[config.mk]
export PLATFORM = sky130hd
export DESIGN_NAME = adr_csr
export DESIGN_NICKNAME = d
export VERILOG_FILES = /design/src/design/averaged_deadband_reporter_defines.svh /design/src/design/adr_pkg.sv /design/src/design/adr_csr.sv
export SDC_FILE = /design/constraint.sdc
export NUM_CORES = 1
export LEC_CHECK = 0
export BUFFER_PORTS_ARGS = -buffer_cell sky130_fd_sc_hd__buf_2
export CAP_MARGIN = 0
export CORE_MARGIN = 10
export CORE_UTILIZATION = 42
export CTS_CLUSTER_DIAMETER = 50
export DETAILED_ROUTE_END_ITERATION = 10
export PLACE_DENSITY_LB_ADDON = 0.15
export SYNTH_ARGS = -nofsm -noshare
export SYNTH_HDL_FRONTEND = slang
export SYNTH_SLANG_ARGS = --single-unit
[constraint.sdc]
create_clock -name clock -period 1.1 [get_ports clock]
set_input_delay 0.22 -clock clock [delete_from_list [all_inputs] [get_ports clock]]
set_output_delay 0.22 -clock clock [all_outputs]
set_load 0.02 [all_outputs]
[src/design/averaged_deadband_reporter_defines.svh]
// Assertion macros used by the averaged deadband reporter top level.
`ifndef AVERAGED_DEADBAND_REPORTER_DEFINES_SVH
`define AVERAGED_DEADBAND_REPORTER_DEFINES_SVH

`ifndef SYNTHESIS

// Checks that cond holds in the same cycle as trig.
`define ADR_ASSERT_IMPLY(label, clk, rst, trig, cond) \
   label: assert property (@(posedge clk) disable iff (rst) (trig) |-> (cond)) \
      else $error("assertion failed: same-cycle implication");

// Checks that cond holds in the cycle after trig.
`define ADR_ASSERT_NEXT(label, clk, rst, trig, cond) \
   label: assert property (@(posedge clk) disable iff (rst) (trig) |=> (cond)) \
      else $error("assertion failed: next-cycle implication");

`else

`define ADR_ASSERT_IMPLY(label, clk, rst, trig, cond)
`define ADR_ASSERT_NEXT(label, clk, rst, trig, cond)

`endif

`endif

[src/design/adr_pkg.sv]
// Types and constants shared by the averaged deadband reporter modules.
`default_nettype none

package adr_pkg;

   // Field widths.
   localparam int SAMPLE_W   = 24;
   localparam int WEIGHT_W   = 23;
   localparam int THRESH_W   = 23;
   localparam int INTERVAL_W = 32;
   localparam int CSR_DATA_W = 32;
   localparam int CSR_ADDR_W = 3;

   // The register index is the word address bit of paddr.
   localparam int REG_INDEX_BIT = 2;

   localparam logic [WEIGHT_W-1:0]   WEIGHT_MAX  = {WEIGHT_W{1'b1}};
   localparam logic [INTERVAL_W-1:0] ELAPSED_MAX = {INTERVAL_W{1'b1}};

   // Register reset values.
   localparam logic [THRESH_W-1:0]   THRESH_RESET   = 23'd50;
   localparam logic [INTERVAL_W-1:0] INTERVAL_RESET = 32'd3600000;

   // Register indexes.
   localparam logic REG_CHANGE_THRESHOLD = 1'b0;
   localparam logic REG_INTERVAL_MS      = 1'b1;

   // Request kinds.
   localparam logic REQ_SAMPLE = 1'b0;
   localparam logic REQ_TICK   = 1'b1;

   // Queue word kinds.
   localparam logic KIND_BLOCK = 1'b0;
   localparam logic KIND_TICK  = 1'b1;

   // One word passed from the front to the back.
   typedef struct packed {
      logic                kind;
      logic [WEIGHT_W-1:0] weight;
      logic                link;
   } adr_entry_type;

   // Current register settings.
   typedef struct packed {
      logic [THRESH_W-1:0]   change_threshold;
      logic [INTERVAL_W-1:0] interval_ms;
   } adr_cfg_type;

endpackage

`default_nettype wire

[src/design/adr_csr.sv]
// Register block of the averaged deadband reporter on an APB-style port.
`default_nettype none

module adr_csr
   import adr_pkg::*;
(
   input  wire logic                  clock,
   input  wire logic                  reset,
   input  wire logic                  csr_psel,
   input  wire logic                  csr_penable,
   input  wire logic                  csr_pwrite,
   input  wire logic [CSR_ADDR_W-1:0] csr_paddr,
   input  wire logic [CSR_DATA_W-1:0] csr_pwdata,
   output logic      [CSR_DATA_W-1:0] csr_prdata,
   output logic                       csr_pready,
   output adr_cfg_type                cfg
);

   logic [THRESH_W-1:0]   thresh_ff;
   logic [THRESH_W-1:0]   thresh_in;
   logic [INTERVAL_W-1:0] interval_ff;
   logic [INTERVAL_W-1:0] interval_in;
   logic                  write_en;
   logic                  reg_index;

   assign csr_pready = 1'b1;
   assign write_en   = csr_psel && csr_penable && csr_pwrite && csr_pready;
   assign reg_index  = csr_paddr[REG_INDEX_BIT];

   // Register writes in the access cycle.
   always_comb begin
      thresh_in   = thresh_ff;
      interval_in = interval_ff;
      if (write_en) begin
         case (reg_index)
            REG_CHANGE_THRESHOLD: thresh_in   = csr_pwdata[THRESH_W-1:0];
            REG_INTERVAL_MS:      interval_in = csr_pwdata[INTERVAL_W-1:0];
            default:              thresh_in   = thresh_ff;
         endcase
      end
   end

   always_ff @(posedge clock) begin
      if (reset) begin
         thresh_ff   <= THRESH_RESET;
         interval_ff <= INTERVAL_RESET;
      end else begin
         thresh_ff   <= thresh_in;
         interval_ff <= interval_in;
      end
   end

   // Read data.
   always_comb begin
      case (reg_index)
         REG_CHANGE_THRESHOLD: csr_prdata = CSR_DATA_W'(thresh_ff);
         REG_INTERVAL_MS:      csr_prdata = CSR_DATA_W'(interval_ff);
         default:              csr_prdata = '0;
      endcase
   end

   assign cfg.change_threshold = thresh_ff;
   assign cfg.interval_ms      = interval_ff;

endmodule

`default_nettype wire

==> results.md <==
- STA puts the critical path data required time at between 800 and 900 ps.
- The highest-utilization routing layer at the global route stage is met2.
- For this run, global-route usage on met1 was measured as approximately 18%.
- Detailed placement finished with a half-perimeter wire length of around 5200 um.
- After global routing the overflow that remains totals 0.
- The worst path arrival time is about 1100 ps.
- The smallest setup slack after layout is -185 ps.
- The startpoint-to-endpoint class of the critical path is register to output pin.
- The clock tree synthesis step divided the H-tree into 2 levels.
- The fraction of layout instances using a drive strength above 1 is 63.3%.
- The flow ran to the end, but the final reports show violations.
- The post-route clock period utilization is 117%.
- The dominant cell type by area after synthesis is sky130_fd_sc_hd__dfxtp_1.
- Traced cell by cell, the critical path runs through mux2_4 -> buf_6.
- In the global route stage, overall resource usage came out at between 10% and 20%.
- The routed length per placed instance is approximately 17 um.
- The area overhead of the layout relative to synthesis is 74.2%.
- Counting I/O delays and the setup requirement, the final critical path takes 1280 ps.
- The design draws slightly above 4 mW.
- The residual antenna-violating net count after detailed routing is 0.
- In this run, post-CTS hold repair placed 0 buffers.
- The count of endpoints failing hold in the final timing report is 0.
- CTS saw 55 sinks.
- The count of fill cells added during filler insertion is about 450.
- The first detailed-routing pass took 4 iterations.
- The worst-case clock buffer depth is 2.
- The path class of the tightest hold or removal check is primary input to register.
- The gate count of the mapped netlist is 270.
- The met2 global-route usage is 27.5%.
- The number of buffers added by the clock tree synthesis step is 5.
- The largest driver fanout on the critical path is 2.
- The number of max-slew violations in the final report is 0.
- The clock reaches the later pin of the worst-skew pair after ~300 ps.
- By area the synthesized netlist is led by sky130_fd_sc_hd__dfxtp_1 41%, sky130_fd_sc_hd__mux2i_1 20%, sky130_fd_sc_hd__nand2b_1 17%, sky130_fd_sc_hd__mux2_2 9.6%, sky130_fd_sc_hd__nor2_1 3.9%.
- The detailed router finished its first iteration with 54 violations.
- Entering global routing, the biggest net connects 52 pins.
- The effective utilization at floorplan is between 40% and 50%.
- The TritonCTS clock tree is yes.
- Counting flops and latches in the post-synthesis netlist gives 55.
- The worst setup path is launched from a register.
- The mean area per synthesized cell is around 10 sq um.
- The initialized floorplan defines 29 standard-cell rows.
- Dividing total power by cell area gives a power density of between 800 and 900 nW/um^2.
- The final weighted congestion in routability-driven placement is between 0.7 and 0.8.
- The via count of the first global-routing pass came to about 2,600.
- Setup violations remaining at the end of the flow were counted as 50.
- The share of the Yosys chip area taken by registers is between 40% and 50%.
- The top cell type by area accounts for between 40% and 50% of the synthesized area.
- 0 antenna diodes ended up in the layout.
- The checks that failed: negative setup slack.
- Summed over all layers, the routed wires come to 8790 um.
- The root buffer selected by CTS is sky130_fd_sc_hd__clkbuf_8.
- The first global-routing pass estimated around 13,000 um of wire.
- The area of the mapped netlist is 2700 sq um.
- The final layout contains between 400 and 500 nets.
- The area of the placeable core is between 6000 and 7000 sq um.
- The leakage power is roughly 2.1 nW.
- The overall via count from detail_route is around 2,500.
- The full die area is 10,000 sq um.
- Together, buffers and inverters on the worst path number 1.
- After detailed routing, the number of remaining DRC violations is 0.
- On the critical path, the stage with the largest delay is an instance of sky130_fd_sc_hd__dfxtp_2.
- The height of the chip is 100 um.
- On the critical path the largest part of the delay comes from flip-flops.
- For the final database, setup skew stands at 0 ps.
- The number of input and output port buffers inserted is 124.
- Hold is met by ~160 ps.
- STA classifies the critical path endpoint as an output pin.
- After clock tree synthesis, the clock-pin slew on the worst setup and hold paths is approximately 100 ps.
- Across the run, the number of max-cap violations was 0.
- The number of nets in the synthesized netlist is slightly above 300.
- In the routed layout, each cell is associated on average with a via count of 4.76.
- Global routing used under 10% of the available met3 tracks.
- At the placement stage, the worst setup path has a slack of -177 ps.
- In this run, distinct cell masters in the synthesized netlist total 15.
- In the layout the commonest cells are 109 x sky130_fd_sc_hd__buf_6, 73 x sky130_fd_sc_hd__nand2b_1, 55 x sky130_fd_sc_hd__mux2i_1, 54 x sky130_fd_sc_hd__dfxtp_2, 52 x sky130_fd_sc_hd__buf_2.
- Setup repair after global routing could not meet its margin everywhere.
- The library cell used most frequently in the layout, excluding fill and tap cells, is sky130_fd_sc_hd__buf_6.
- The worst vdd rail ir drop is approximately 0.0005 V.
- The initial antenna violation count is 0.
- The largest single stage delay on the critical path is about 340 ps.
- For this design the top-level I/O count stands at between 100 and 150.
- The number of warnings issued by yosys is 0.
- The floorplan step set the die width to roughly 100 um.
- Timing would allow up to between 0.7 and 0.8 GHz.
-- sequential cells by signal (all words and copies together) (netlist names) --
signal	count
thresh_ff	23
interval_ff	32
-- metal layers --
metal  vias to the layer above  wire, um
li1                       1226         -
met1                      1151      3630
met5                         -         0
met3                         7       752
met2                        85      4330
met4                         0        74
-- cells by family after synthesis --
kind of cell	after synthesis	synth area share, %
DFF	55	40.8
and+or+nand+nor	114	24.2
muxes	78	30.0
other	1	0.139
buffers and inverters	22	4.91
-- per-stage QoR --
step	std cells	setup TNS, ps	util (%)	instance area [sq um]
finish	519	-4410	74.5	4700
global route	519	-6430	74.5	4700
CTS	503	-4570	70.0	4420
detailed placement	462	-5120	55.2	3480
global placement	462	-4850	55.2	3480
floorplan	270	-367	-	2710
-- what timing repair did --
action                     4_1_cts  5_1_grt
resized for setup              222       51
setup endpoints to repair       38       70
gates cloned                     0        2
setup buffers                   33       28
-- final timing paths --
check,from,cells past startpoint,slack [ps],end
setup / recovery,thresh_ff[9],2,-180,csr_prdata[9]
hold / removal,csr_pwdata[30],3,160,interval_ff[30]
setup reg to reg,thresh_ff[5],5,160,thresh_ff[5]
hold reg to reg,interval_ff[27],2,480,interval_ff[27]
-- where the power goes --
group | leakage, nW | switching (mW) | internal (mW)
sequential | 0.459 | 0.0341 | 2.04
clock | 0.0412 | 0.672 | 0.447
combinational | 1.63 | 0.402 | 0.491
-- synthesized netlist by cell type, drive strengths merged --
library cell,number
buf,11
and4b,1
clkbuf,11
nand4b,1
and2,9
nand2b,73
nor2,28
nand4,1
conb,1
mux2i,55
and4,1
dfxtp,55
mux2,23
-- layout make-up --
type                       instances  area [sq um]  share of cell area, %
clock inverter                     2          12.5                  0.266
sequential                        55          1170                   24.9
timing repair buffer             186          1810                   38.5
multi-input combinational        193          1540                   32.8
tap                               77          96.3                   2.05
clock buffer                       6          72.6                   1.54
-- worst register-to-register path, stage by stage, from the launching register on --
cell and delay, ps:
sky130_fd_sc_hd__dfxtp_2 340, sky130_fd_sc_hd__buf_4 120, sky130_fd_sc_hd__buf_6 110, sky130_fd_sc_hd__buf_4 120, sky130_fd_sc_hd__nor2_1 90, sky130_fd_sc_hd__mux2i_1 70
No activity file was read; power rests on OpenSTA's default activity.
