<file path="src/design/averaged_deadband_reporter_defines.svh">
// Assertion macros used by the averaged deadband reporter top level.
`ifndef AVERAGED_DEADBAND_REPORTER_DEFINES_SVH
`define AVERAGED_DEADBAND_REPORTER_DEFINES_SVH

`ifndef SYNTHESIS

// Checks that cond holds in the same cycle as trig.
`define ADR_ASSERT_IMPLY(label, clk, rst, trig, cond) \
   label: assert property (@(posedge clk) disable iff (rst) (trig) |-> (cond)) \
      else $error("assertion failed: same-cycle implication");

// Checks that cond holds in the cycle after trig.
`define ADR_ASSERT_NEXT(label, clk, rst, trig, cond) \
   label: assert property (@(posedge clk) disable iff (rst) (trig) |=> (cond)) \
      else $error("assertion failed: next-cycle implication");

`else

`define ADR_ASSERT_IMPLY(label, clk, rst, trig, cond)
`define ADR_ASSERT_NEXT(label, clk, rst, trig, cond)

`endif

`endif

</file>
<file path="src/design/adr_pkg.sv">
// Types and constants shared by the averaged deadband reporter modules.
`default_nettype none

package adr_pkg;

   // Field widths.
   localparam int SAMPLE_W   = 24;
   localparam int WEIGHT_W   = 23;
   localparam int THRESH_W   = 23;
   localparam int INTERVAL_W = 32;
   localparam int CSR_DATA_W = 32;
   localparam int CSR_ADDR_W = 3;

   // The register index is the word address bit of paddr.
   localparam int REG_INDEX_BIT = 2;

   localparam logic [WEIGHT_W-1:0]   WEIGHT_MAX  = {WEIGHT_W{1'b1}};
   localparam logic [INTERVAL_W-1:0] ELAPSED_MAX = {INTERVAL_W{1'b1}};

   // Register reset values.
   localparam logic [THRESH_W-1:0]   THRESH_RESET   = 23'd50;
   localparam logic [INTERVAL_W-1:0] INTERVAL_RESET = 32'd3600000;

   // Register indexes.
   localparam logic REG_CHANGE_THRESHOLD = 1'b0;
   localparam logic REG_INTERVAL_MS      = 1'b1;

   // Request kinds.
   localparam logic REQ_SAMPLE = 1'b0;
   localparam logic REQ_TICK   = 1'b1;

   // Queue word kinds.
   localparam logic KIND_BLOCK = 1'b0;
   localparam logic KIND_TICK  = 1'b1;

   // One word passed from the front to the back.
   typedef struct packed {
      logic                kind;
      logic [WEIGHT_W-1:0] weight;
      logic                link;
   } adr_entry_type;

   // Current register settings.
   typedef struct packed {
      logic [THRESH_W-1:0]   change_threshold;
      logic [INTERVAL_W-1:0] interval_ms;
   } adr_cfg_type;

endpackage

`default_nettype wire

</file>
<file path="src/design/adr_queue.sv">
// Short first-in first-out queue of words between the front and the back.
`default_nettype none

module adr_queue
   import adr_pkg::*;
#(
   parameter int DEPTH = 4
)
(
   input  wire logic          clock,
   input  wire logic          reset,
   input  wire logic          push_valid,
   output logic               push_ready,
   input  wire adr_entry_type push_entry,
   output logic               pop_valid,
   input  wire logic          pop,
   output adr_entry_type      pop_entry
);

   localparam int PTR_W = $clog2(DEPTH);
   localparam int CNT_W = $clog2(DEPTH + 1);
   localparam logic [PTR_W-1:0] LAST_PTR = PTR_W'(DEPTH - 1);
   localparam logic [CNT_W-1:0] FULL_CNT = CNT_W'(DEPTH);

   adr_entry_type    entries_ff [DEPTH];
   logic [PTR_W-1:0] wr_ptr_ff;
   logic [PTR_W-1:0] rd_ptr_ff;
   logic [CNT_W-1:0] count_ff;
   logic             do_push;
   logic             do_pop;

   assign push_ready = (count_ff != FULL_CNT);
   assign pop_valid  = (count_ff != '0);
   assign do_push    = push_valid && push_ready;
   assign do_pop     = pop && pop_valid;
   assign pop_entry  = entries_ff[rd_ptr_ff];

   // Pointers and fill count.
   always_ff @(posedge clock) begin
      if (reset) begin
         wr_ptr_ff <= '0;
         rd_ptr_ff <= '0;
         count_ff  <= '0;
      end else begin
         if (do_push) begin
            wr_ptr_ff <= (wr_ptr_ff == LAST_PTR) ? '0 : wr_ptr_ff + PTR_W'(1);
         end
         if (do_pop) begin
            rd_ptr_ff <= (rd_ptr_ff == LAST_PTR) ? '0 : rd_ptr_ff + PTR_W'(1);
         end
         if (do_push && !do_pop) begin
            count_ff <= count_ff + CNT_W'(1);
         end else if (do_pop && !do_push) begin
            count_ff <= count_ff - CNT_W'(1);
         end
      end
   end

   // Storage.
   always_ff @(posedge clock) begin
      if (do_push) begin
         entries_ff[wr_ptr_ff] <= push_entry;
      end
   end

endmodule

`default_nettype wire

</file>
<file path="config.mk">
export PLATFORM = sky130hd
export DESIGN_NAME = adr_queue
export DESIGN_NICKNAME = d
export VERILOG_FILES = /design/src/design/averaged_deadband_reporter_defines.svh /design/src/design/adr_pkg.sv /design/src/design/adr_queue.sv
export SDC_FILE = /design/constraint.sdc
export NUM_CORES = 1
export LEC_CHECK = 0
export BUFFER_PORTS_ARGS = -buffer_cell sky130_fd_sc_hd__buf_4
export CAP_MARGIN = 15
export CORE_MARGIN = 4
export CORE_UTILIZATION = 50
export CTS_CLUSTER_DIAMETER = 120
export DETAILED_ROUTE_END_ITERATION = 7
export GPL_TIMING_DRIVEN = 0
export HOLD_SLACK_MARGIN = 0.12
export PLACE_DENSITY = 0.74
export SYNTH_ARGS = -nofsm -noshare
export SYNTH_HDL_FRONTEND = slang
export SYNTH_SLANG_ARGS = --single-unit
</file>
<file path="constraint.sdc">
create_clock -name clock -period 2.35 [get_ports clock]
set_clock_uncertainty 0.15 [all_clocks]
set_input_delay 0.235 -clock clock [delete_from_list [all_inputs] [get_ports clock]]
set_output_delay 0.235 -clock clock [all_outputs]
set_load 0.1 [all_outputs]
</file>
==> results.md <==
- The power density normalized to cell area is 1220 nW/µm².
- The number of max-slew violations in the final report is 0.
- Data arrives at the worst endpoint at 2410 ps.
- The height of the die is 98.4 µm.
- The longest clock path from root to sink contains 2 buffers.
- The CTS tree is built.
- The total of warnings raised by yosys is 0.
- The global placer's final weighted congestion is 0.687.
- The number of different library cells used by synthesis comes to 27.
- The post-route minimum period is 2270 ps.
- The clock latency on the worst-skew pair is 350 ps.
- The HPWL reported at the end of detailed placement is 4120 µm.
- For the pin with the worst max-slew slack, the measured transition is 676 ps.
- STA puts the critical path data required time at 2490 ps.
- 56 I/O pins were placed.
- The flow ran to the end, and the final reports show no timing, DRC or antenna violations.
- The final layout contains routed wiring with a total length of 6820 µm.
- The worst setup path is captured at a flip-flop.
- The share of the clock period used by the worst path after layout is 96.7%.
- In this run the number of H-tree levels came out at 3.
- The top cell type by area accounts for 73.6% of the synthesized area.
- The share of the core filled with cells is 66.5%.
- In this run the most critical hold path is launched from rd_ptr_ff[0].
- Yosys attributes the largest share of cell area to edfxtp_1 (74%), mux4_2 (14%), dfxtp_1 (4.4%).
- The worst reg2reg path endpoint is count_ff[2].
- The die is 98.4 µm wide.
- After detailed routing, the number of remaining DRC violations is 0.
- In this run the standard cell core region covers 7850 µm².
- The worst setup slack for register-to-register paths is 80 ps.
- In this run, synthesis produced a sequential element count of 109.
- The synthesized design spends more area on one cell type than any other, namely edfxtp_1.
- The die covers 9670 µm².
- In this run, synthesis inferred 100 flip-flops with an integrated enable.
- The first detailed-routing pass ran for 4 iterations.
- The initialized floorplan defines 32 standard-cell rows.
- The number of antenna violations at the first check in global routing was 0.
- The type of the worst min-delay path is reg2reg.
- The maximum number of pins on one net before global-route repair is 26.
- Setup repair after global routing left no endpoint under its margin.
- The register clock-pin slew on the reported worst setup and hold paths is 90 ps.
- The fraction of layout instances using a drive strength above 1 is 42.7%.
- In this run the mean area of a mapped cell was 22.8 µm².
- The total of max-cap violations is 0.
- The achievable frequency is 440 MHz.
- The mapped cell area is 4080 µm².
- The post-layout net count is 312.
- The number of antenna diodes in the final layout is 0.
- The hold violation total from the final report is 0.
- The family with the most delay on the worst path is simple AND/OR/NAND/NOR gates.
- The async set-reset flop share out of synthesis is 0%.
- The worst hold path passes through 2 cells.
- Setup violations remaining at the end of the flow were counted as 0.
- The initial core utilization is 52.0%.
- The global route total overflow is 0.
- The sink count of the clock tree is 109.
- In the post-synthesis netlist, the cell with the most instances is edfxtp_1.
- The critical path contains buffers and inverters numbering 2 combined.
- The area growth from synthesis to layout is 27.9%.
- Once detail routing completed, the nets flagged for antenna violations numbered 0.
- In the synthesized netlist the dominant register cell turns out to be edfxtp_1.
- The routed layout has 1993 vias.
- The critical path launch point type is a flip-flop.
- The sequential area share after synthesis is 78.0%.
- The number of nets in the synthesized netlist is 215.
- The port buffer count is 54.
- Synthesis handed over a netlist of 179 instances.
- The root cell of the clock tree is clkbuf_8.
- For this run, the number of standard cells in the final layout without fillers is 383.
- The number of global-route vias before repair was 2147.
- The critical path goes through or3b_4, clkbuf_16, and2_4, ha_4, inv_1, fa_2, xor2_1, or3_4, a21oi_2.
- The first global-routing pass estimated 11000 µm of wire.
- The routed wire length per instance is 17.8 µm.
- The highest cell delay on the worst timing path is 400 ps.
- The final design area excluding fillers is 5220 µm².
- The largest voltage drop on the vdd net is 0.00111 V.
- The global routing usage summed across all routing layers is 15.0%.
- The maximum net fanout on the critical path is 7.
- In this run the worst setup path begins at count_ff[0].
- The area of placed instances is 4660 µm².
- The worst pin sits at a relative slew slack of 54.9%.
- After detailed placement, the design holds a cell count of 335.
- The number of CTS-inserted buffers is 9.
- The startpoint of the worst register-to-register path is count_ff[0].
- The via count normalized by instance count is 5.20.
- The first-iteration detailed-routing DRC count is 58.
- The type of the worst setup path is reg2reg.
- Sorting the synthesized cells by how often they occur yields edfxtp_1 (100), mux4_2 (25), dfxtp_1 (9), ha_1 (6), and3_2 (4).
- The worst register-to-register path has a depth of 9.
- In this run the static leakage power is 0.00183 µW.
- The critical-path cell with the highest stage delay is or3b_4.
- The path with the worst hold slack has its endpoint at rd_ptr_ff[0].
==> worst register-to-register path: cells and delay by family (launching register included) <==
kind | cells | cell delay (ps)
buf+inv | 2 | 240
flops | 1 | 370
fa+ha+maj | 2 | 380
xor+xnor | 1 | 80
simple gates | 3 | 880
compound gates | 1 | 110
==> cells in the final DEF, fill, tap and decap left out, drive strengths merged, types with 2 or more instances in the layout <==
cell type	netlist	routed
clkinv	0	2
dlygate4sd3	0	28
a21oi	2	2
inv	3	4
mux4	25	25
clkbuf	3	14
buf	5	62
nand2b	2	2
o31ai	2	2
and3	4	4
edfxtp	100	100
nor2	3	3
xor2	2	2
bufinv	0	2
ha	6	6
or3	3	3
dfxtp	9	9
mux2i	3	3
==> state kept, by name (all words and copies together), names as in the netlist, named ones only <==
register,flops
count_ff,3
entries_ff,100
rd_ptr_ff,2
wr_ptr_ff,2
==> metal layers <==
layer  vias to the layer above  share of wire, %  routed length (µm)  GRT usage, %
met5                         -                 0                   0             0
met4                         0               1.7                 113          6.51
met2                        47                50                3440          24.6
li1                        930                 -                   -             -
met1                      1004                44                3010          19.5
met3                        12               3.9                 265          2.93
==> what timing repair did <==
item	4_1_cts	5_1_grt
hold endpoints to repair	105	0
setup endpoints to repair	21	21
hold buffers	28	0
gates resized for setup	4	9
setup buffers	0	4
pin swaps	0	2
==> cell type report <==
cell class              instances  area (µm²)
flip-flops and latches        109        3190
fillers                       545        2630
multi-input cells              59         886
repair buffers                 86         716
clock buffers                  10         128
well taps                     102         128
clock inverters                 6        85.1
plain buffers                   8        77.6
inverters                       3        11.3
==> cell families after synthesis <==
family                   count (synthesis)  synth area share [%]
multiplexers                            28                  14.5
flip-flops                             109                  78.0
adder cells (fa/ha/maj)                  7                  2.33
AND/OR/NAND/NOR                         17                  2.60
XOR/XNOR                                 2                 0.429
buffers and inverters                   11                  1.29
AO/OA/AOI/OAI                            5                 0.858
==> through the flow <==
step	hold WS [ps]	worst slack [ps]	power (µW)	TNS [ps]
5_1_grt	381	2.79	6600	0
3_5_place_dp	289	-0.599	5100	-0.599
3_3_place_gp	287	28.4	5070	0
2_1_floorplan	184	27.7	4580	0
6_report	358	77.3	6370	0
4_1_cts	354	-54.2	6320	-647
==> worst max path at each step <==
stage | to | slack [ps] | depth (start not counted)
final | count_ff[2] | 80 | 9
after global routing | pop_entry[13] | 3 | 4
after CTS | pop_entry[2] | -50 | 4
after detailed placement | count_ff[2] | -0.6 | 7
after global placement | count_ff[2] | 30 | 9
after floorplan | count_ff[2] | 30 | 9
==> where the power goes <==
part | switching (µW) | internal [µW]
Sequential | 77.8 | 2370
Clock | 598 | 599
Combinational | 1920 | 801
Total | 2600 | 3770
Note: power is estimated with default switching activity, not from simulation.
