**config.mk**
```make
export PLATFORM = sky130hd
export DESIGN_NAME = adr_back
export DESIGN_NICKNAME = d
export VERILOG_FILES = /design/src/design/averaged_deadband_reporter_defines.svh /design/src/design/adr_pkg.sv /design/src/design/adr_back.sv
export SDC_FILE = /design/constraint.sdc
export NUM_CORES = 1
export LEC_CHECK = 0
export BUFFER_PORTS_ARGS = -buffer_cell sky130_fd_sc_hd__buf_4
export CAP_MARGIN = 20
export CORE_MARGIN = 3
export CORE_UTILIZATION = 25
export DETAILED_ROUTE_END_ITERATION = 8
export SETUP_SLACK_MARGIN = 0.02
export SLEW_MARGIN = 20
export SYNTH_ARGS = -nofsm -noshare
export SYNTH_HDL_FRONTEND = slang
export SYNTH_SLANG_ARGS = --single-unit
```
**constraint.sdc**
```tcl
create_clock -name clock -period 5.57 [get_ports clock]
set_clock_uncertainty 0.2 [all_clocks]
set_input_delay 1.114 -clock clock [delete_from_list [all_inputs] [get_ports clock]]
set_output_delay 1.114 -clock clock [all_outputs]
set_load 0.1 [all_outputs]
```
**src/design/averaged_deadband_reporter_defines.svh**
```systemverilog
// Assertion macros used by the averaged deadband reporter top level.
`ifndef AVERAGED_DEADBAND_REPORTER_DEFINES_SVH
`define AVERAGED_DEADBAND_REPORTER_DEFINES_SVH

`ifndef SYNTHESIS

// Checks that cond holds in the same cycle as trig.
`define ADR_ASSERT_IMPLY(label, clk, rst, trig, cond) \
   label: assert property (@(posedge clk) disable iff (rst) (trig) |-> (cond)) \
      else $error("assertion failed: same-cycle implication");

// Checks that cond holds in the cycle after trig.
`define ADR_ASSERT_NEXT(label, clk, rst, trig, cond) \
   label: assert property (@(posedge clk) disable iff (rst) (trig) |=> (cond)) \
      else $error("assertion failed: next-cycle implication");

`else

`define ADR_ASSERT_IMPLY(label, clk, rst, trig, cond)
`define ADR_ASSERT_NEXT(label, clk, rst, trig, cond)

`endif

`endif

```
**src/design/adr_pkg.sv**
```systemverilog
// Types and constants shared by the averaged deadband reporter modules.
`default_nettype none

package adr_pkg;

   // Field widths.
   localparam int SAMPLE_W   = 24;
   localparam int WEIGHT_W   = 23;
   localparam int THRESH_W   = 23;
   localparam int INTERVAL_W = 32;
   localparam int CSR_DATA_W = 32;
   localparam int CSR_ADDR_W = 3;

   // The register index is the word address bit of paddr.
   localparam int REG_INDEX_BIT = 2;

   localparam logic [WEIGHT_W-1:0]   WEIGHT_MAX  = {WEIGHT_W{1'b1}};
   localparam logic [INTERVAL_W-1:0] ELAPSED_MAX = {INTERVAL_W{1'b1}};

   // Register reset values.
   localparam logic [THRESH_W-1:0]   THRESH_RESET   = 23'd50;
   localparam logic [INTERVAL_W-1:0] INTERVAL_RESET = 32'd3600000;

   // Register indexes.
   localparam logic REG_CHANGE_THRESHOLD = 1'b0;
   localparam logic REG_INTERVAL_MS      = 1'b1;

   // Request kinds.
   localparam logic REQ_SAMPLE = 1'b0;
   localparam logic REQ_TICK   = 1'b1;

   // Queue word kinds.
   localparam logic KIND_BLOCK = 1'b0;
   localparam logic KIND_TICK  = 1'b1;

   // One word passed from the front to the back.
   typedef struct packed {
      logic                kind;
      logic [WEIGHT_W-1:0] weight;
      logic                link;
   } adr_entry_type;

   // Current register settings.
   typedef struct packed {
      logic [THRESH_W-1:0]   change_threshold;
      logic [INTERVAL_W-1:0] interval_ms;
   } adr_cfg_type;

endpackage

`default_nettype wire

```
**src/design/adr_back.sv**
```systemverilog
// Back end: keeps elapsed time and last sent value, decides and registers reports.
`default_nettype none

module adr_back
   import adr_pkg::*;
(
   input  wire logic          clock,
   input  wire logic          reset,
   input  wire adr_cfg_type   cfg,
   input  wire logic          q_valid,
   input  wire adr_entry_type q_entry,
   output logic               q_pop,
   output logic               rsp_valid,
   input  wire logic          rsp_ready,
   output logic [WEIGHT_W-1:0] rsp_weight,
   output logic               rsp_sent
);

   logic [WEIGHT_W-1:0]   last_ff;
   logic [WEIGHT_W-1:0]   last_in;
   logic [INTERVAL_W-1:0] elapsed_ff;
   logic [INTERVAL_W-1:0] elapsed_in;
   logic                  valid_ff;
   logic                  valid_in;
   logic [WEIGHT_W-1:0]   weight_ff;
   logic                  sent_ff;

   logic                  is_block;
   logic [WEIGHT_W-1:0]   diff;
   logic                  trigger;
   logic                  report;
   logic                  send;

   // A word is taken whenever the output register is free or being emptied.
   assign q_pop    = q_valid && (!valid_ff || rsp_ready);
   assign is_block = (q_entry.kind == KIND_BLOCK);

   // Distance from the last sent value, and the report decision.
   assign diff    = (q_entry.weight >= last_ff) ? q_entry.weight - last_ff
                                                : last_ff - q_entry.weight;
   assign trigger = (diff >= cfg.change_threshold) || (elapsed_ff >= cfg.interval_ms);
   assign report  = q_pop && is_block && trigger;
   assign send    = report && q_entry.link;

   always_comb begin
      last_in    = last_ff;
      elapsed_in = elapsed_ff;
      if (send) begin
         last_in    = q_entry.weight;
         elapsed_in = '0;
      end else if (q_pop && !is_block && (elapsed_ff != ELAPSED_MAX)) begin
         elapsed_in = elapsed_ff + INTERVAL_W'(1);
      end
      if (report) begin
         valid_in = 1'b1;
      end else if (rsp_ready) begin
         valid_in = 1'b0;
      end else begin
         valid_in = valid_ff;
      end
   end

   always_ff @(posedge clock) begin
      if (reset) begin
         last_ff    <= '0;
         elapsed_ff <= '0;
         valid_ff   <= 1'b0;
      end else begin
         last_ff    <= last_in;
         elapsed_ff <= elapsed_in;
         valid_ff   <= valid_in;
      end
   end

   // Output register payload.
   always_ff @(posedge clock) begin
      if (report) begin
         weight_ff <= q_entry.weight;
         sent_ff   <= q_entry.link;
      end
   end

   assign rsp_valid  = valid_ff;
   assign rsp_weight = weight_ff;
   assign rsp_sent   = sent_ff;

endmodule

`default_nettype wire

```
==> Implementation_results.wiki <==
{| class="wikitable"
! Metric !! Value
|-
| Gr ovfl total || 0
|-
| Total DRC errors in the routed layout || 0
|-
| Worst Hold Launch || last_ff[22]
|-
| Vias post-DR || roughly 6,700
|-
| VDD IR max || between 0.1 and 0.15 mV
|-
| Least-Margin Pin Slew || 767 ps
|-
| Gp weighted congestion || between 0.9 and 1
|-
| Internal || 1.25 mW
|-
| Maximum number of pins on one net before global-route repair || 80
|-
| Count of port buffers added during placement || between 100 and 150
|-
| Slew Limit Headroom || 48.9%
|-
| Floorplan core area || 28,200 µm²
|-
| Combinational group share of total power || 35.2%
|-
| Min-Delay Path Depth || 2
|-
| Share of total power consumed by net switching || 34.7%
|-
| Post-synthesis cell count || 878
|-
| Total nets after synthesis || 1,065
|-
| Final period demand of the worst path || 5340 ps
|-
| Launch point of the worst path || q_entry[5]
|-
| Share of total power in the clock network || 31.8%
|-
| Gr usage total || 13.9%
|-
| TritonCTS buffer count || 9
|-
| Capturing point of the worst reg2reg path || rsp_weight[12]
|-
| Netlist area before placement || just over 7000 µm²
|-
| CP Class || input port to flop
|-
| Number of hold buffers added after CTS || 0
|-
| Sequential fraction of the synthesis area || 25.4%
|-
| Leakage power summed over all cells || 4.32 nW
|-
| Type of origin of the critical path || input port
|-
| Starting utilization of the core area || approximately 26%
|-
| Overall die height || 176 µm
|-
| Worst EP arrival || around 5200 ps
|-
| Unrepaired setup endpoints after global routing || yes
|-
| Number of synthesis warnings || 0
|-
| Detail Placement HPWL || 17,800 µm
|-
| Distinct cell type count of the synthesized netlist || 61
|-
| Clock tree root driver cell || clkbuf_16
|-
| Final ANT Viol Nets || 0
|-
| Detailed Route WL || 21,700 µm
|-
| Seq pwr share || between 30 and 40%
|-
| CTS tree || built
|-
| Setup WS post-layout || 233 ps
|-
| Number of diodes added for antenna fixing || 0
|-
| Global-route wire length before repair || 34,700 µm
|-
| Total power || 1.92 mW
|-
| Share of synthesized registers carrying an async set or reset || 0%
|-
| Worst reg2reg path depth || 17
|-
| Most frequent cells in the layout || 200 x buf_4, 111 x inv_1, 101 x ha_1
|-
| Power density over cell area || around 200 nW/µm²
|-
| Width of the die || 176 µm
|-
| Worst path required time || 5470 ps
|-
| Clock sink count || 80
|-
| Vias in the first global route || 6,739
|-
| Die footprint || 31,100 µm²
|-
| Result of the run || finished clean
|-
| Peak Freq || between 150 and 200 MHz
|-
| Number of synthesized register bits || 80
|-
| Post-placement cell area || 9180 µm²
|-
| Endpoint of the worst setup timing path || rsp_weight[12]
|-
| Post-route fraction of the period consumed by the critical path || 95.8%
|-
| Finished Cell Area || 9580 µm²
|-
| Filler cell count || 2,956
|-
| Predominant post-synthesis flop cell || dfxtp_1
|-
| # H-tree levels || 3
|-
| Total count of max-transition violations in the final report || 0
|-
| Post-place setup slack || -269 ps
|-
| Wire length per cell after detailed routing || 15.0 µm
|-
| Layout cell share with drive strength beyond 1 || about a quarter
|-
| Reported net switching power || 0.667 mW
|-
| Largest buffer count on any clock path || 2
|-
| Total of max-cap violations || 0
|-
| Classification of the worst-slack hold path || flop to flop
|-
| Clk_lat worst skew || 350 ps
|-
| Max FO, Critical Path || 13
|-
| Ratio of routed vias to standard cells || 4.64
|-
| Synth-to-layout area growth || 32.0%
|-
| Number of design-rule violations left by the first detailed-router iteration || 434
|-
| Antenna violations before repair || 0
|-
| Startpoint of the lowest-slack register-to-register path || last_ff[4]
|-
| Number of failing setup endpoints in the final timing report || 0
|-
| FF-to-FF setup slack || 820 ps
|-
| Initial DRT Pass Iterations || 5
|-
| Standard-cell rows || 61
|-
| Post-synth EDFFs || 24
|-
| Avg Cell Area, Syn || 8.27 µm²
|-
| Endpoint type of the worst setup path || flop
|-
| Hold WS || 283 ps
|-
| IO Count || 110
|-
| Total Nets Final || 1,252
|-
| Clock transition at path regs || around 60 ps
|-
| Most frequent standard cell in the layout excluding fill and tap cells || buf_4
|-
| Number of hold-slack violations in the final timing report || 0
|}
==> metal layers <==
metal	vias up	part of all wire [%]	GRT usage, %
li1	3465	-	-
met1	3105	49	19.5
met2	136	45	22.2
met3	19	4.1	2.04
met4	0	1.9	3.73
met5	-	0	0
==> Yosys cell counts (24+ instances only) <==
cell | number | share of area, %
a21oi_1 | 69 | 4.8
nand2b_1 | 55 | 4.7
inv_1 | 111 | 5.7
nor3_1 | 38 | 2.6
nor2_1 | 42 | 2.2
nand2_1 | 42 | 2.2
xor2_1 | 29 | 3.5
nand4_1 | 30 | 2.6
mux2i_1 | 38 | 5.2
ha_1 | 101 | 17
edfxtp_1 | 24 | 9.9
dfxtp_1 | 56 | 15
o21ai_0 | 37 | 2.6
==> state kept, by name, indices dropped and copies added, names as in the netlist <==
signal / flops
elapsed_ff: 32
last_ff: 23
rsp_weight: 23
rsp_sent: 1
rsp_valid: 1
==> how the worst min path moves through the flow <==
| stage | endpoint | slack (ps) |
|---|---|---|
| after floorplan | last_ff[22] | 250 |
| after global placement | last_ff[22] | 260 |
| after detailed placement | last_ff[22] | 270 |
| after CTS | last_ff[22] | 280 |
| after global routing | last_ff[22] | 300 |
| final | last_ff[22] | 280 |
==> repair_timing <==
| item | CTS | global route |
|---|---|---|
| setup endpoints to repair | 0 | 79 |
| resized for setup | 0 | 24 |
| buffers inserted | 0 | 0 |
==> critical path, stage by stage <==
cell and delay, ps:
buf_4 100, inv_1 40, ha_1 320, a21o_1 180, or3_4 350, o211a_4 270, o211a_4 290, or3_1 370
and3_1 200, a2111oi_4 220, ha_1 300, nand4_1 80, nor2_1 60, a311o_1 300, or4_1 480, a21oi_2 130
nand2b_1 150, nand2_2 110, buf_12 170
==> power by group through the flow <==
stage	clock, mW	sequential (mW)	combinational (mW)
4_1_cts	0.637	0.634	0.670
3_5_place_dp	0	0.646	0.666
2_1_floorplan	0	0.727	0.324
5_1_grt	0.653	0.635	0.747
3_3_place_gp	0	0.647	0.661
6_report	0.611	0.633	0.676
==> area by class of cell <==
cell class                      instances  area, µm²  area share (%)
Multi-Input combinational cell        655       4920            51.3
Sequential cell                        80       1840            19.2
Timing Repair Buffer                  208       1630            17.0
Tap cell                              378        473            4.93
Inverter                              111        417            4.35
Clock buffer                           10        250            2.61
Clock inverter                          6       55.1           0.574
==> kinds of logic (layout without fill, tap and decap cells) <==
| kind of cell | after synthesis | in the layout | synth area share, % |
|---|---|---|---|
| and+or+nand+nor | 275 | 275 | 20.5 |
| AOI/OAI and AO/OA | 188 | 188 | 16.6 |
| buffers and inverters | 143 | 335 | 8.14 |
| adders and majority gates | 103 | 103 | 18.0 |
| DFF | 80 | 80 | 25.4 |
| xor gates and xnor gates | 50 | 50 | 6.03 |
| muxes | 39 | 39 | 5.39 |
==> per-stage QoR <==
| stage | instances | TNS (ps) | utilization (%) |
|---|---|---|---|
| floorplan | 878 | 0 | - |
| global placement | 1432 | -12360 | 32.6 |
| detailed placement | 1432 | -16530 | 32.6 |
| CTS | 1448 | 0 | 33.7 |
| global route | 1448 | 0 | 34.0 |
| finish | 1448 | 0 | 34.0 |
Power figures use the tool's default switching activity.
